==> config.mk <==
export PLATFORM = sky130hd
export DESIGN_NAME = number_to_ascii_formatter
export DESIGN_NICKNAME = d
export VERILOG_FILES = /design/src/rtl/naf_pkg.sv /design/src/rtl/number_to_ascii_formatter.sv
export VERILOG_INCLUDE_DIRS = /design/src /design/src/rtl
export SDC_FILE = /design/constraint.sdc
export NUM_CORES = 1
export LEC_CHECK = 0
export BUFFER_PORTS_ARGS = -buffer_cell sky130_fd_sc_hd__buf_2
export CAP_MARGIN = 20
export CORE_ASPECT_RATIO = 1.4
export CORE_MARGIN = 4
export CORE_UTILIZATION = 40
export CTS_CLUSTER_SIZE = 12
export DETAILED_ROUTE_END_ITERATION = 16
export GPL_TIMING_DRIVEN = 0
export PLACE_DENSITY = 0.69
export SYNTH_ARGS = -nofsm -noshare
export SYNTH_HDL_FRONTEND = slang
export SYNTH_SLANG_ARGS = --single-unit
==> constraint.sdc <==
create_clock -name clk -period 5.5 [get_ports clk]
set_clock_uncertainty 0.2 [all_clocks]
set_input_delay 0.55 -clock clk [delete_from_list [all_inputs] [get_ports clk]]
set_output_delay 0.55 -clock clk [all_outputs]
set_load 0.01 [all_outputs]
==> src/rtl/number_to_ascii_formatter_assert.svh <==
// assertion macros for the number to ascii formatter
`ifndef NUMBER_TO_ASCII_FORMATTER_ASSERT_SVH
`define NUMBER_TO_ASCII_FORMATTER_ASSERT_SVH

// antecedent implies consequent in the same cycle
`define NAF_ASSERT_NOW(label, ante, cons, msg) \
  label: assert property (@(posedge clk) disable iff (!rst_n) (ante) |-> (cons)) \
    else $error(msg);

// antecedent implies consequent in the next cycle
`define NAF_ASSERT_NEXT(label, ante, cons, msg) \
  label: assert property (@(posedge clk) disable iff (!rst_n) (ante) |=> (cons)) \
    else $error(msg);

`endif

==> src/rtl/naf_pkg.sv <==
// shared constants and helpers for the number to ascii formatter
package naf_pkg;

  localparam int unsigned MAX_CHARS = 20;
  localparam int unsigned BCD_W     = 4 * MAX_CHARS;
  localparam int unsigned VAL_W     = 64;

  // format kinds carried on tuser
  localparam logic [2:0] KIND_SDEC  = 3'd0;
  localparam logic [2:0] KIND_BINNZ = 3'd1;
  localparam logic [2:0] KIND_BIN16 = 3'd2;
  localparam logic [2:0] KIND_BIN8  = 3'd3;
  localparam logic [2:0] KIND_HEX8  = 3'd4;
  localparam logic [2:0] KIND_DEC4  = 3'd5;

  localparam logic [6:0] ASCII_ZERO  = 7'h30;
  localparam logic [6:0] ASCII_ONE   = 7'h31;
  localparam logic [6:0] ASCII_MINUS = 7'h2d;
  localparam logic [6:0] ASCII_A     = 7'h41;

  function automatic logic [6:0] hex_char(input logic [3:0] d);
    logic [6:0] c;
    if (d < 4'd10) begin
      c = ASCII_ZERO + {3'b000, d};
    end else begin
      c = ASCII_A + {3'b000, d} - 7'd10;
    end
    return c;
  endfunction

endpackage

==> src/rtl/number_to_ascii_formatter.sv <==
// Number to ASCII formatter.
// Input channel: in_tuser carries the format kind (0 signed decimal, 1 binary
// without leading zeros, 2 binary16, 3 binary8, 4 hex8, 5 decimal4), in_tdata
// the 64-bit two's complement value. Output channel: one ASCII character per
// request on out_tdata, most significant first, out_tlast on the final one.
// Decimal formats go through a bit-serial double dabble, one value bit per
// cycle, over all 64 value bits for signed decimal and 16 for decimal4. Signed
// decimal then drops up to 19 leading zero digits, one per cycle, sends an
// optional minus sign and the digits. Binary without leading zeros drops one
// leading zero bit per cycle.
// One item is in work at a time; the next is taken as soon as the final
// character sits in the output register, even while it waits there.
// Kinds 6 and 7 are accepted and produce no characters, as does a zero value
// in binary without leading zeros.
// A receiver stall holds the output register and pauses the character shift.
// Reset empties the output register and returns to idle.
`include "number_to_ascii_formatter_assert.svh"

module number_to_ascii_formatter (
  input  logic        clk,
  input  logic        rst_n,
  input  logic        in_tvalid,
  output logic        in_tready,
  input  logic [63:0] in_tdata,   // value[63:0]
  input  logic [2:0]  in_tuser,   // kind[2:0]
  output logic        out_tvalid,
  input  logic        out_tready,
  output logic [7:0]  out_tdata,  // ch[6:0], zero pad [7]
  output logic        out_tlast
);

  typedef enum logic [4:0] {
    ST_IDLE  = 5'b00001,
    ST_CONV  = 5'b00010,
    ST_STRIP = 5'b00100,
    ST_SIGN  = 5'b01000,
    ST_EMIT  = 5'b10000
  } state_t;

  localparam int unsigned BW = naf_pkg::BCD_W;
  localparam int unsigned VW = naf_pkg::VAL_W;

  state_t          state_r, state_nxt;
  logic [BW-1:0]   sr_r, sr_nxt;
  logic [VW-1:0]   bin_r, bin_nxt;
  logic [5:0]      conv_cnt_r, conv_cnt_nxt;
  logic [4:0]      cnt_r, cnt_nxt;
  logic            dig_r, dig_nxt;
  logic            neg_r, neg_nxt;
  logic            dec4_r, dec4_nxt;
  logic            out_tvalid_r, out_tvalid_nxt;
  logic [6:0]      out_ch_r, out_ch_nxt;
  logic            out_last_r, out_last_nxt;

  logic [BW-1:0]   corr;
  logic [BW-1:0]   dabble;
  logic [VW-1:0]   mag;
  logic            out_free;
  logic            top_zero;
  logic [6:0]      cur_ch;

  // add-3 correction on every bcd digit, then shift in the next value bit
  always_comb begin
    for (int i = 0; i < naf_pkg::MAX_CHARS; i++) begin
      if (sr_r[4*i +: 4] >= 4'd5) begin
        corr[4*i +: 4] = sr_r[4*i +: 4] + 4'd3;
      end else begin
        corr[4*i +: 4] = sr_r[4*i +: 4];
      end
    end
    dabble = {corr[BW-2:0], bin_r[VW-1]};
  end

  assign mag      = in_tdata[VW-1] ? (64'd0 - in_tdata) : in_tdata;
  assign out_free = !out_tvalid_r || out_tready;
  assign top_zero = dig_r ? (sr_r[BW-1 -: 4] == 4'd0) : !sr_r[BW-1];
  assign cur_ch   = dig_r ? naf_pkg::hex_char(sr_r[BW-1 -: 4])
                          : (sr_r[BW-1] ? naf_pkg::ASCII_ONE : naf_pkg::ASCII_ZERO);
  assign in_tready = (state_r == ST_IDLE);

  always_comb begin
    state_nxt      = state_r;
    sr_nxt         = sr_r;
    bin_nxt        = bin_r;
    conv_cnt_nxt   = conv_cnt_r;
    cnt_nxt        = cnt_r;
    dig_nxt        = dig_r;
    neg_nxt        = neg_r;
    dec4_nxt       = dec4_r;
    out_tvalid_nxt = out_tvalid_r && !out_tready;
    out_ch_nxt     = out_ch_r;
    out_last_nxt   = out_last_r;

    case (state_r)
      ST_IDLE: begin
        if (in_tvalid) begin
          neg_nxt  = 1'b0;
          dec4_nxt = 1'b0;
          dig_nxt  = 1'b0;
          case (in_tuser)
            naf_pkg::KIND_SDEC: begin
              neg_nxt      = in_tdata[VW-1];
              bin_nxt      = mag;
              sr_nxt       = '0;
              conv_cnt_nxt = 6'd63;
              state_nxt    = ST_CONV;
            end
            naf_pkg::KIND_BINNZ: begin
              sr_nxt    = {in_tdata[15:0], {(BW-16){1'b0}}};
              cnt_nxt   = 5'd16;
              state_nxt = ST_STRIP;
            end
            naf_pkg::KIND_BIN16: begin
              sr_nxt    = {in_tdata[15:0], {(BW-16){1'b0}}};
              cnt_nxt   = 5'd16;
              state_nxt = ST_EMIT;
            end
            naf_pkg::KIND_BIN8: begin
              sr_nxt    = {in_tdata[7:0], {(BW-8){1'b0}}};
              cnt_nxt   = 5'd8;
              state_nxt = ST_EMIT;
            end
            naf_pkg::KIND_HEX8: begin
              sr_nxt    = {in_tdata[7:0], {(BW-8){1'b0}}};
              cnt_nxt   = 5'd2;
              dig_nxt   = 1'b1;
              state_nxt = ST_EMIT;
            end
            naf_pkg::KIND_DEC4: begin
              bin_nxt      = {in_tdata[15:0], {(VW-16){1'b0}}};
              sr_nxt       = '0;
              conv_cnt_nxt = 6'd15;
              dec4_nxt     = 1'b1;
              state_nxt    = ST_CONV;
            end
            default: begin
              state_nxt = ST_IDLE;
            end
          endcase
        end
      end
      ST_CONV: begin
        sr_nxt       = dabble;
        bin_nxt      = {bin_r[VW-2:0], 1'b0};
        conv_cnt_nxt = conv_cnt_r - 6'd1;
        if (conv_cnt_r == 6'd0) begin
          dig_nxt = 1'b1;
          if (dec4_r) begin
            // keep the low four digits: value mod 10000
            sr_nxt    = {dabble[15:0], {(BW-16){1'b0}}};
            cnt_nxt   = 5'd4;
            state_nxt = ST_EMIT;
          end else begin
            cnt_nxt   = 5'(naf_pkg::MAX_CHARS);
            state_nxt = ST_STRIP;
          end
        end
      end
      ST_STRIP: begin
        if (cnt_r == 5'd0) begin
          state_nxt = ST_IDLE;
        end else if (top_zero && !(dig_r && cnt_r == 5'd1)) begin
          sr_nxt  = dig_r ? (sr_r << 4) : (sr_r << 1);
          cnt_nxt = cnt_r - 5'd1;
        end else begin
          state_nxt = neg_r ? ST_SIGN : ST_EMIT;
        end
      end
      ST_SIGN: begin
        if (out_free) begin
          out_tvalid_nxt = 1'b1;
          out_ch_nxt     = naf_pkg::ASCII_MINUS;
          out_last_nxt   = 1'b0;
          state_nxt      = ST_EMIT;
        end
      end
      ST_EMIT: begin
        if (out_free) begin
          out_tvalid_nxt = 1'b1;
          out_ch_nxt     = cur_ch;
          out_last_nxt   = (cnt_r == 5'd1);
          sr_nxt         = dig_r ? (sr_r << 4) : (sr_r << 1);
          cnt_nxt        = cnt_r - 5'd1;
          if (cnt_r == 5'd1) begin
            state_nxt = ST_IDLE;
          end
        end
      end
      default: begin
        state_nxt = ST_IDLE;
      end
    endcase
  end

  always_ff @(posedge clk) begin
    if (!rst_n) begin
      state_r      <= ST_IDLE;
      out_tvalid_r <= 1'b0;
      cnt_r        <= '0;
      conv_cnt_r   <= '0;
      neg_r        <= 1'b0;
      dec4_r       <= 1'b0;
      dig_r        <= 1'b0;
    end else begin
      state_r      <= state_nxt;
      out_tvalid_r <= out_tvalid_nxt;
      cnt_r        <= cnt_nxt;
      conv_cnt_r   <= conv_cnt_nxt;
      neg_r        <= neg_nxt;
      dec4_r       <= dec4_nxt;
      dig_r        <= dig_nxt;
    end
  end

  always_ff @(posedge clk) begin
    sr_r       <= sr_nxt;
    bin_r      <= bin_nxt;
    out_ch_r   <= out_ch_nxt;
    out_last_r <= out_last_nxt;
  end

  assign out_tvalid = out_tvalid_r;
  assign out_tdata  = {1'b0, out_ch_r};
  assign out_tlast  = out_last_r;

  `NAF_ASSERT_NOW(a_state_onehot, 1'b1, $onehot(state_r), "state not one-hot")
  `NAF_ASSERT_NOW(a_emit_cnt, state_r == ST_EMIT, cnt_r != 5'd0, "emit with no chars left")
  `NAF_ASSERT_NOW(a_sign_neg, state_r == ST_SIGN, neg_r && dig_r, "sign without negative")
  `NAF_ASSERT_NOW(a_dec4_len, (state_r == ST_CONV) && dec4_r, conv_cnt_r <= 6'd15,
    "decimal4 conversion too long")
  `NAF_ASSERT_NEXT(a_last_idle, (state_r == ST_EMIT) && out_free && (cnt_r == 5'd1),
    out_tlast && out_tvalid && (state_r == ST_IDLE), "final char not marked")

endmodule
After elaboration in Yosys (flattened, before gate mapping)
Index checks and enable logic that the tools add are counted.
Storage, ports and cells
  output and inout port bits: 11
  flip-flop bits (word level): 172
  bits of input ports: 71
Cells by class
  eq/ne operators: 22
  reduce and logical (&&, ||, !) cells: 27
  add/subtract/negate cells: 26
  order comparisons: 21
  mux-type cells: 73
Operator list (number)
  80-bit two-way mux: 7
  80-bit case mux with 4 select lines: 1
  64-bit case mux with 2 select lines: 2
  80-bit case mux with 3 select lines: 1
  64-bit two-way mux: 2
  4-bit by 3-bit greater-or-equal comparator with 1-bit output, second input constant: 20
  4-bit by 2-bit adder with 4-bit output, second input constant: 19
  4-bit two-way mux: 19
  5-bit two-way mux: 15
  1-bit by 64-bit subtractor with 64-bit output, first input constant: 1
  5-bit case mux with 3 select lines: 2
  7-bit two-way mux: 4
  5-bit case mux with 5 select lines: 1
  6-bit case mux with 2 select lines: 2
  5-bit case mux with 4 select lines: 1
  2-bit inequality test, second input constant: 7
  7-bit case mux with 2 select lines: 1
  6-bit AND reduction: 2
  1-bit two-way mux: 11
  5-bit by 1-bit equality test with 1-bit output, second input constant: 2
  3-bit AND reduction: 3
  2-bit OR reduction: 4
  6-bit by 4-bit adder with 7-bit output, first input constant: 1
  7-bit by 4-bit adder with 7-bit output, first input constant: 1
  31 further kinds: 40

Logic depth before layout (Yosys ltp)
Gate-level depths: netlist of the first run.
  word-level depth: 7
  gate-level depth with buffers: 9

Worst setup path before layout of the first run
Ideal clock, no wire load.
  path kind: flip-flop to flip-flop
  from: register sr_r[77]
  to: register sr_r[0], enable pin
  path slack: 0.276 ns
  required time: 4.781 ns
  stages on the path, launching flop included: 7
  library setup time: 0.519 ns
  data arrival time: 4.506 ns
  cell sequence: edfxtp_1 inv_1 ha_1 a31oi_1 o211ai_1 nand3_1 nor2_1
Between the ends
  word-level cells in the longest chain between the ends: 5
RTL lines
  start, declared: RTL line number_to_ascii_formatter.sv:44  | logic [BW-1:0] sr_r, sr_nxt;
  start signal, assigned: RTL line number_to_ascii_formatter.sv:216  | sr_r <= sr_nxt;
  4-bit zero test: RTL line number_to_ascii_formatter.sv:76  | assign top_zero = dig_r ? (sr_r[BW-1 -: 4] == 4'd0) : !sr_r[BW-1];
  1-bit two-way mux: RTL line number_to_ascii_formatter.sv:76
  1-bit logical AND: RTL line number_to_ascii_formatter.sv:162  | end else if (top_zero && !(dig_r && cnt_r == 5'd1)) begin
  2-bit inequality test (no line)
  6-bit AND reduction (no line)
No other way between the ends.
A chain may end at the register's enable or synchronous reset.

Worst setup path in the final report of the first run
  from: register state_r[2]
  to: register sr_r[74], data pin
Between the ends
  word-level cells in the longest chain between the ends: 2
  elaborated cells on any way between the ends: 5
  classes of those cells: eq/ne: 4; mux: 1
RTL lines
  start, declared: RTL line number_to_ascii_formatter.sv:43  | state_t state_r, state_nxt;
  start signal, assigned: RTL line number_to_ascii_formatter.sv:205  | state_r <= state_nxt;
  5-bit equality test (tied with other cells): RTL line number_to_ascii_formatter.sv:94  | case (state_r)
  80-bit case mux with 4 select lines *: RTL line number_to_ascii_formatter.sv:94
  net sr_nxt[74]: RTL line number_to_ascii_formatter.sv:44
The timed path passes the listed nets; every way through them passes the cells marked *.

==> impl_metrics.toml, run 1 <==
[run]
maxCapViolCount = 0

[routing]
postRouteAntennaNets = 0
drt-wirelength-per-cell_um = 20.2
drcViolationCount = 0
first_iter_violations = 758
dr_total_vias = 10718
drt-total-wl_um = 35700
avgViaCountPerCell = 6.06
number_of_search_and_repair_iterations_in_the_first_detailed_routing_pass = 5

[global_routing]
overflow = 0
first_global_vias = 10622
antenna_found_initial = 0
global_route_wire_length_before_repair_um = 56400
grt_start_max_net_pins = 51
grt_util_all_layers = 0.215

[worst_hold_path]
hold_depth = 2
hold_path.class = "in2reg"

[floorplan]
chipWidth_um = 154
core_sq_mm = 0.0294
std_cell_rows = 74
initial_core_util = 0.408
fp.dieArea_sq_mm = 0.0329
die_y_um = 213
ioPinCount = 82

[critical_path]
count_of_cell_instances_traversed_by_the_critical_path = 7
max_stage_delay_ns = 0.65
cp_data_required_time_ns = 5.57
path_delay_family = "buffers and inverters"
criticalPathCategory = "reg2reg"
worst_path_max_delay_cell = "sky130_fd_sc_hd__clkbuf_1"
critical_path.most_common_cell = "sky130_fd_sc_hd__clkbuf_1"
worstSetupEndpointType = "flop"
cp_max_fo = 10
arrival_worst_endpoint_ns = 3.56
crit_path_start_kind = "flop"
ff2ff_path_depth = 7
timing.critical_path.cells = "nor3_1, and2_1, clkbuf_1, clkbuf_1, clkbuf_1, o21ai_0, o221ai_1"
timing.critical_path.buf_inv = 3

[sta]
finalSetupViolCount = 0
tightestPinTransition_ns = 1.15
endpoints_failing_hold = 0
timing.slew.headroom = 0.230
period_share = 0.634
unrepaired_setup_endpoints_after_global_routing = "false"
max_freq_mhz = 287
setup_tns_ns = 0
min_tclk_post_route_ns = 3.49
report.final.slew_viol_count = 0

[final_layout]
filler_cell_count = 2827
stdcell_area_sq_mm = 0.0135
layout.cells.most_common_list = "sky130_fd_sc_hd__edfxtp_1, sky130_fd_sc_hd__nand2_1, sky130_fd_sc_hd__o21ai_0"
area_delta_synth_final_pct = 12.3
n_antenna_cell = 0
final_layout_size_suffix_gt1_frac = 0.113
most_frequent_standard_cell_in_the_layout_excluding_fill_and_tap_cells = "sky130_fd_sc_hd__edfxtp_1"
fin_nets = 1491

[clock_network]
cts-buffers-inserted = 17
clock_sinks = 172
cts-htree-levels = 4
worst_skew_pair.late_latency_ns = 0.45
hold_fix_buffers_at_cts = 0
clock_path_buffers = 2
post_cts.resized_instances = 0
cts_root_buffer = "sky130_fd_sc_hd__clkbuf_16"
cts_tree = "built"
post_cts.repair.setup_buffers = 0
clk_transition_reported_paths_ns = 0.07

[yosys]
syn-mean-instance-area_sq_um = 9.40
synth_seq_cells = 172
synth_sequential_area_ratio = 0.414
syn-instance-count = 1277
async_flop_share = 0
synth.yosys.warnings = 0
synth_cell_types = 73
synthesis.nets = 1393
synth.cell_area_sq_mm = 0.0120
synth_top_flop_cell = "sky130_fd_sc_hd__edfxtp_1"
synth-edff-count = 152

[placement]
dp_wirelength_um = 26000
placedInstanceArea_sq_mm = 0.0129
gp_congestion = 0.917
port_buffers = 75

[pwr]
vdd.ir_drop.worst_v = 0.000274
power-per-cell-area_mw_per_mm2 = 469
cellLeakagePower_nw = 4.64

[run_status]
outcome = "finished, final reports clean"
stage by stage:
step | setup slack (ns) | hold slack [ns] | instances | power, mW | utilization
floorplan | 0.276 | 0.227 | 1277 | 4.36 | -
global placement | -1.64 | 0.240 | 1732 | 4.81 | 0.437
detailed placement | 2.00 | 0.248 | 1735 | 5.16 | 0.440
CTS | 2.06 | 0.149 | 1767 | 6.30 | 0.458
global route | 1.82 | 0.159 | 1768 | 6.76 | 0.458
finish | 2.01 | 0.160 | 1768 | 6.32 | 0.458
Yosys cell counts, drive strengths merged (3+ instances only):
library cell | n | area [sq um]
nand2b | 24 | 150
nand3 | 16 | 85.1
a211oi | 10 | 75.1
xor2 | 64 | 561
mux2 | 9 | 101
a21o | 5 | 37.5
nor2 | 63 | 236
a22oi | 7 | 52.6
xnor2 | 12 | 105
nand2 | 118 | 443
ha | 45 | 563
a311oi | 3 | 26.3
nor3 | 32 | 160
clkbuf | 55 | 206
o41ai | 15 | 184
inv | 54 | 203
or2 | 8 | 50.1
or3 | 25 | 166
nor3b | 30 | 225
and3 | 9 | 56.3
a22o | 4 | 35.0
nor2b | 10 | 62.6
dfxtp | 20 | 400
edfxtp | 152 | 4560
o221ai | 14 | 123
a21boi | 3 | 22.5
o21ai | 119 | 596
buf | 23 | 105
nand4 | 4 | 31.3
or4 | 12 | 93.8
o211ai | 9 | 67.6
o31ai | 29 | 257
mux2i | 65 | 651
a222oi | 4 | 40.0
nor4 | 10 | 98.8
o22ai | 53 | 332
a31oi | 6 | 37.5
a21oi | 101 | 505
a221o | 8 | 80.1
nand3b | 3 | 22.5
cell families (layout without fill, tap and decap cells):
family,Yosys count,after routing,share of synthesized area
and+or+nand+nor,374,374,0.164
muxes,74,74,0.0626
DFF,172,172,0.414
xor gates and xnor gates,76,76,0.0554
AOI/OAI and AO/OA,401,401,0.214
buffers and inverters,134,245,0.0435
other,1,1,0.000312
adders and majority gates,45,45,0.0469
worst reg2reg max path, delay by kind of cell (launching register included):
family	cells	cell delay (ns)
buf+inv	3	1.66
simple gates	2	0.69
compound gates	2	0.42
flops	1	0.35
sequential cells by signal, summed over array words and instances (netlist names), 5 cells and up:
| register | flops |
|---|---|
| sr_r | 80 |
| cnt_r | 5 |
| conv_cnt_r | 6 |
| out_ch_r | 7 |
| bin_r | 64 |
| state_r | 5 |
where the power goes:
group | total, mW | switching (mW) | leakage (nW) | internal, mW
sequential | 2.50 | 0.502 | 1.62 | 2.00
combinational | 2.67 | 1.60 | 2.78 | 1.07
clock | 1.14 | 0.548 | 0.247 | 0.593
worst paths after layout:
kind	startpoint	end	slack, ns
hold / removal	rst_n	state_r[0]$_SDFFE_PN1P_	0.16
setup reg to reg	state_r[2]$_SDFFE_PN0P_	sr_r[74]$_DFFE_PP_	2.01
hold reg to reg	conv_cnt_r[5]$_SDFFE_PN0P_	conv_cnt_r[5]$_SDFFE_PN0P_	0.28
setup / recovery	state_r[2]$_SDFFE_PN0P_	sr_r[74]$_DFFE_PP_	2.01
layer usage:
metal  GRT usage  part of all wire  routed length [um]
met1       0.254              0.40               14100
met2       0.377              0.50               17800
met3      0.0363             0.060                2160
met4       0.110             0.046                1650
met5           0                 0                   0
layout make-up:
cell class	count	area [sq um]	share of cell area
tap	380	475	0.0353
inverter	56	210	0.0156
buffer	78	315	0.0234
multi-input combinational	971	6530	0.484
sequential	172	4960	0.368
clock buffer	20	447	0.0331
clock inverter	12	90.1	0.00668
timing repair buffer	79	455	0.0338
Power figures use the tool's default switching activity.
==> run 2: changes to the inputs <==
clock period = 2.9 ns   (was 5.5 ns; I/O delays follow)
==> run 2 against run 1 <==
Compared with the run above:
- sequential cell count did not move
- first-iteration DRC count increased by 18%
- sequential share of layout area decreased by 0.24 points
- register-to-register slack worse by 1.9 ns
- cell count increased by 0.11%
- highest routed layer unchanged
==> impl_metrics.toml, run 2 (synthesis gave the netlist of run 1 again) <==
[routing]
first_iter_violations = 894
avgViaCountPerCell = 6.04
drt-total-wl_um = 35500
number_of_search_and_repair_iterations_in_the_first_detailed_routing_pass = 6
dr_total_vias = 10692
postRouteAntennaNets = 0
drt-wirelength-per-cell_um = 20.1
drcViolationCount = 0

[global_routing]
grt_start_max_net_pins = 67
global_route_wire_length_before_repair_um = 56400
met1_usage = 0.254
first_global_vias = 10704
grt-busiest-layer = "met2"
overflow = 0
groute.layer.met2.usage = 0.381
antenna_found_initial = 0
use_met3 = 0.0345
grt_util_all_layers = 0.215

[floorplan]
ioPinCount = 82
chipWidth_um = 154
fp.dieArea_sq_mm = 0.0329
std_cell_rows = 74
die_y_um = 213
core_sq_mm = 0.0294
initial_core_util = 0.408

[clock_network]
cts_root_buffer = "sky130_fd_sc_hd__clkbuf_16"
worst_skew_pair.late_latency_ns = 0.44
clock_path_buffers = 2
clk_transition_reported_paths_ns = 0.07
cts_tree = "built"
cts-htree-levels = 4
cts-buffers-inserted = 17
clock_sinks = 172

[placement]
dp_wirelength_um = 25900
post-place-cells = 1735
port_buffers = 75
gp_congestion = 0.914

[worst_hold_path]
timing.hold.worst.start = "in_tdata[37]"
hold_depth = 3
hold-path-endpoint = "bin_r[37]$_DFFE_PP_"
hold_path.class = "in2reg"

[critical_path]
rrSetupSlack_ns = 0.11
criticalPathCategory = "in2reg"
crit_path_start_kind = "input pin"
timing.rr.start = "conv_cnt_r[0]$_SDFFE_PN0P_"
ff2ff_path_depth = 8
arrival_worst_endpoint_ns = 2.78
crit-reg2reg-capture = "sr_r[16]$_DFFE_PP_"
cp_data_required_time_ns = 2.88
cp_max_fo = 10
worstSetupEndpointType = "flop"

[sta]
finalSetupViolCount = 0
period_share = 0.968
report.final.slew_viol_count = 0
endpoints_failing_hold = 0
unrepaired_setup_endpoints_after_global_routing = "true"
timing.slew.headroom = 0.285
setup_tns_ns = 0
tightestPinTransition_ns = 1.07
max_freq_mhz = 356
min_tclk_post_route_ns = 2.81

[final_layout]
fin_cells = 1770
most_frequent_standard_cell_in_the_layout_excluding_fill_and_tap_cells = "sky130_fd_sc_hd__edfxtp_1"
fin_nets = 1493
finalCoreUtilization = 0.461
final_layout_size_suffix_gt1_frac = 0.133
seqCellArea_sq_mm = 0.00497
area_delta_synth_final_pct = 13.1
reg.largest.list = "sr_r: 80 flops, bin_r: 64 flops, out_ch_r: 7 flops"
max_flop_register = "sr_r"
n_antenna_cell = 0
largest_register_ff_count = 80
filler_cell_count = 2834
layout.cells.most_common_list = "sky130_fd_sc_hd__edfxtp_1, sky130_fd_sc_hd__nand2_1, sky130_fd_sc_hd__o21ai_0"
multi_input_area_sq_mm = 0.00659

[run_status]
outcome = "finished, final reports clean"

[pwr]
cellLeakagePower_nw = 4.70
vdd.ir_drop.worst_v = 0.000587
power-per-cell-area_mw_per_mm2 = 887

[run]
maxCapViolCount = 0
==> run 2: cell types whose count changed in the layout (fill, tap and decap cells not counted), moves of 3 or more <==
cell | previous run | this run
sky130_fd_sc_hd__inv_2 | 0 | 3
sky130_fd_sc_hd__clkinv_4 | 2 | 6
sky130_fd_sc_hd__inv_1 | 54 | 51
sky130_fd_sc_hd__clkbuf_2 | 1 | 11
sky130_fd_sc_hd__clkbuf_1 | 56 | 45
sky130_fd_sc_hd__buf_1 | 15 | 10
sky130_fd_sc_hd__clkinvlp_4 | 5 | 2
sky130_fd_sc_hd__buf_2 | 81 | 84
==> run 2: repair_timing <==
action	in CTS	in global routing
endpoints found under the hold margin	5	0
buffers inserted	1	0
pin swaps	1	0
hold buffers	1	0
resized for setup	12	14
gates cloned	0	0
endpoints found under the setup margin	134	43
==> run 2: area by class of cell <==
cell class	instances	share of cell area
Buffer	78	0.0247
Clock buffer	17	0.0313
Clock inverter	15	0.00839
Inverter	56	0.0155
Multi-Input combinational cell	971	0.485
Sequential cell	172	0.366
Tap cell	380	0.0350
Timing Repair Buffer	81	0.0343
==> run 2: metrics by stage <==
| step | instance area [sq um] | total power, mW | hold slack (ns) | setup slack, ns |
|---|---|---|---|---|
| final | 13600 | 12.0 | 0.0277 | 0.0922 |
| after CTS | 13500 | 12.0 | 0.0175 | 0.00720 |
| after floorplan | 12000 | 8.27 | 0.169 | -0.0837 |
| after global placement | 12900 | 9.56 | 0.246 | -0.826 |
| after detailed placement | 13000 | 9.80 | 0.253 | -0.515 |
| after global routing | 13600 | 12.8 | 0.0315 | -0.000106 |
==> run 2: routing by layer <==
metal / routed length [um] / share of wire / up-vias
met4: 1470 / 0.041 / 0
li1: - / - / 5009
met3: 2390 / 0.067 / 99
met5: 0 / 0 / -
met2: 17900 / 0.50 / 467
met1: 13800 / 0.39 / 5117
==> run 2: how the worst max path moves through the flow <==
stage               cells past startpoint                        from             endpoint  slack (ns)
detailed placement                      7     state_r[2]$_SDFFE_PN0P_   sr_r[74]$_DFFE_PP_       -0.51
CTS                                     5          dig_r$_SDFFE_PN0P_   sr_r[58]$_DFFE_PP_       0.007
floorplan                               6          sr_r[76]$_DFFE_PP_    sr_r[0]$_DFFE_PP_       -0.08
global route                            8  conv_cnt_r[0]$_SDFFE_PN0P_   sr_r[74]$_DFFE_PP_     -0.0001
finish                                  9                 in_tdata[5]  bin_r[55]$_DFFE_PP_        0.09
global placement                        6          sr_r[76]$_DFFE_PP_   sr_r[26]$_DFFE_PP_       -0.83
==> run 2: where the power goes <==
part           leakage, nW  total (mW)  switching [mW]  internal (mW)
registers             1.62        4.75           0.957           3.79
logic                 2.83        5.13            3.06           2.07
clock network        0.257        2.17            1.06           1.11
total                 4.70        12.0            5.08           6.96
==> run 2: critical path: stages <==
cell,delay [ns]
sky130_fd_sc_hd__clkbuf_1,0.27
sky130_fd_sc_hd__or4_1,0.47
sky130_fd_sc_hd__buf_2,0.18
sky130_fd_sc_hd__nor4_2,0.54
sky130_fd_sc_hd__nand3_2,0.27
sky130_fd_sc_hd__buf_6,0.24
sky130_fd_sc_hd__o31ai_4,0.25
sky130_fd_sc_hd__xor2_1,0.20
sky130_fd_sc_hd__o21ai_1,0.07
==> run 3: changes to the inputs <==
CORE_MARGIN = 2   (was 4)
CORE_UTILIZATION = 56   (was 40)
PLACE_DENSITY = 0.88   (was 0.69)
==> run 3 against run 2 <==
Compared with the run above:
- count of clock-buffer cells in the layout stayed put
- register-to-register slack hardly changed
- largest cell class unchanged
- sequential power hardly changed
- highest routed layer unchanged
- sequential cell count stayed put
- core utilization is 18 points higher
- via count is 5.2% higher
- hold slack worse by 0.0077 ns
- die area is 31% lower
- clock power is 13% higher
- combinational power is 2% higher
- non-clock buffer count is 2 lower
==> impl_metrics.toml, run 3 (synthesis gave the netlist of run 1 again) <==
[run_status]
outcome = "finished, final reports clean"

[sta]
report.final.slew_viol_count = 0
finalSetupViolCount = 0
timing.slew.headroom = 0.259
min_tclk_post_route_ns = 2.82
period_share = 0.974
unrepaired_setup_endpoints_after_global_routing = "false"
tightestPinTransition_ns = 1.11
post-route-worst-setup-slack_ns = 0.0750
max_freq_mhz = 354
hold-worst-slack_ns = 0.0201
endpoints_failing_hold = 0

[critical_path]
timing.critical_path.buf_inv = 2
worstSetupEndpointType = "flop"
timing.rr.start = "state_r[4]$_SDFFE_PN0P_"
timing.critical_path.cells = "buf_2, inv_1, ha_1, or3b_2, nor4_4, nand2_1, o41ai_2, xor2_1, a21oi_1"
arrival_worst_endpoint_ns = 2.77
cp_data_required_time_ns = 2.85
crit_path_start_kind = "input pin"
worst_path_max_delay_cell = "sky130_fd_sc_hd__or3b_2"
ff2ff_path_depth = 5
crit-reg2reg-capture = "sr_r[16]$_DFFE_PP_"
rrSetupSlack_ns = 0.12
cp_max_fo = 7
path_delay_family = "simple AND/OR/NAND/NOR gates"
criticalPathCategory = "in2reg"
max_stage_delay_ns = 0.51

[placement]
placedInstanceArea_sq_mm = 0.0128
dp_wirelength_um = 25100
post-place-cells = 1614
port_buffers = 75
dp_slack_ns = -0.476
gp_congestion = 0.937

[pwr]
power-per-cell-area_mw_per_mm2 = 925
power_switching_share = 0.423
comb_power_share = 0.421
vdd.ir_drop.worst_v = 0.000518
intPower_mw = 7.20
netSwitchingPower_mw = 5.27
power.share.clock = 0.197
p_seq_frac = 0.382
cellLeakagePower_nw = 4.73

[final_layout]
final_layout_size_suffix_gt1_frac = 0.133
most_frequent_standard_cell_in_the_layout_excluding_fill_and_tap_cells = "sky130_fd_sc_hd__edfxtp_1"
reg.largest.list = "sr_r: 80 flops, bin_r: 64 flops, out_ch_r: 7 flops"
filler_cell_count = 1684
finalCoreUtilization = 0.638
max_flop_register = "sr_r"
stdcell_area_sq_mm = 0.0135
fin_cells = 1649
n_antenna_cell = 0
layout.cells.most_common_list = "sky130_fd_sc_hd__edfxtp_1, sky130_fd_sc_hd__nand2_1, sky130_fd_sc_hd__o21ai_0"
fin_nets = 1492
area_delta_synth_final_pct = 12.3
largest_register_ff_count = 80
multi_input_area_sq_mm = 0.00658
seqCellArea_sq_mm = 0.00497

[floorplan]
chipWidth_um = 128
std_cell_rows = 63
die_y_um = 177
ioPinCount = 82
initial_core_util = 0.568
core_sq_mm = 0.0211
fp.dieArea_sq_mm = 0.0226

[routing]
postRouteAntennaNets = 0
route.layer.met1.wl_um = 12400
met3_wirelength_um = 3100
dr_total_vias = 11253
drcViolationCount = 0
number_of_search_and_repair_iterations_in_the_first_detailed_routing_pass = 7
wl_met2_um = 17200
topRoutingLayerUsed = "met4"
drt-wirelength-per-cell_um = 21.5
first_iter_violations = 1137
avgViaCountPerCell = 6.82
drt-total-wl_um = 35400

[clock_network]
cts_tree = "built"
cts-buffers-inserted = 17
clk_transition_reported_paths_ns = 0.08
clock_path_buffers = 2
clock_sinks = 172
worst_skew_pair.late_latency_ns = 0.45
cts-htree-levels = 4
cts_root_buffer = "sky130_fd_sc_hd__clkbuf_16"

[global_routing]
global_route_wire_length_before_repair_um = 55800
overflow = 0
grt_util_all_layers = 0.313
first_global_vias = 11145
antenna_found_initial = 0
grt_start_max_net_pins = 73

[worst_hold_path]
timing.hold.worst.start = "in_tdata[43]"
hold_path.class = "in2reg"
hold-path-endpoint = "bin_r[43]$_DFFE_PP_"
hold_depth = 3

[run]
maxCapViolCount = 0
-- run 3: through the flow --
| stage | power (mW) | setup TNS, ns |
|---|---|---|
| floorplan | 8.27 | -6.70 |
| global placement | 9.42 | -97.28 |
| detailed placement | 9.80 | -32.94 |
| CTS | 12.3 | 0 |
| global route | 13.2 | 0 |
| finish | 12.5 | 0 |
-- run 3: final cells by class --
| class | count | share of cell area |
|---|---|---|
| repair buffers | 79 | 0.0327 |
| clock inverters | 15 | 0.0145 |
| well taps | 260 | 0.0241 |
| plain buffers | 78 | 0.0252 |
| clock buffers | 17 | 0.0315 |
| multi-input cells | 972 | 0.488 |
| inverters | 56 | 0.0156 |
| flip-flops and latches | 172 | 0.368 |
-- run 3: worst register-to-register path, stage by stage (launching register included) --
cell                       delay, ns
sky130_fd_sc_hd__dfxtp_1        0.37
sky130_fd_sc_hd__nor2b_1        0.19
sky130_fd_sc_hd__o21ai_2        0.47
sky130_fd_sc_hd__clkbuf_1       0.50
sky130_fd_sc_hd__buf_1          0.56
sky130_fd_sc_hd__o22ai_1        0.20
-- run 3: how the worst max path moves through the flow --
| stage | start | endpoint | slack, ns | cells past startpoint |
|---|---|---|---|---|
| 2_1_floorplan | sr_r[76]$_DFFE_PP_ | sr_r[0]$_DFFE_PP_ | -0.08 | 6 |
| 3_5_place_dp | state_r[2]$_SDFFE_PN0P_ | sr_r[73]$_DFFE_PP_ | -0.48 | 7 |
| 5_1_grt | in_tdata[1] | bin_r[48]$_DFFE_PP_ | 0.03 | 9 |
| 3_3_place_gp | sr_r[76]$_DFFE_PP_ | sr_r[22]$_DFFE_PP_ | -0.74 | 6 |
| 6_report | in_tdata[1] | bin_r[56]$_DFFE_PP_ | 0.08 | 9 |
| 4_1_cts | state_r[2]$_SDFFE_PN0P_ | sr_r[50]$_DFFE_PP_ | 0.03 | 7 |
-- run 3: metal layers --
layer  up-vias  global-route usage
met2       745               0.528
li1       5005                   -
met4         0               0.239
met5         -                   0
met3       226              0.0535
met1      5277               0.352
-- run 3: power by group through the flow --
stage	combinational [mW]	sequential, mW	clock [mW]
after floorplan	3.80	4.47	0
after global placement	4.67	4.76	0
after detailed placement	5.03	4.77	0
after CTS	5.13	4.72	2.45
after global routing	5.77	4.87	2.53
final	5.25	4.77	2.45
-- run 3: what timing repair did --
item	CTS	global route
hold buffers	1	0
cloned	1	0
hold endpoints to repair	5	0
buffers inserted	0	1
endpoints found under the setup margin	151	98
resized for setup	13	10
pin swaps	1	1
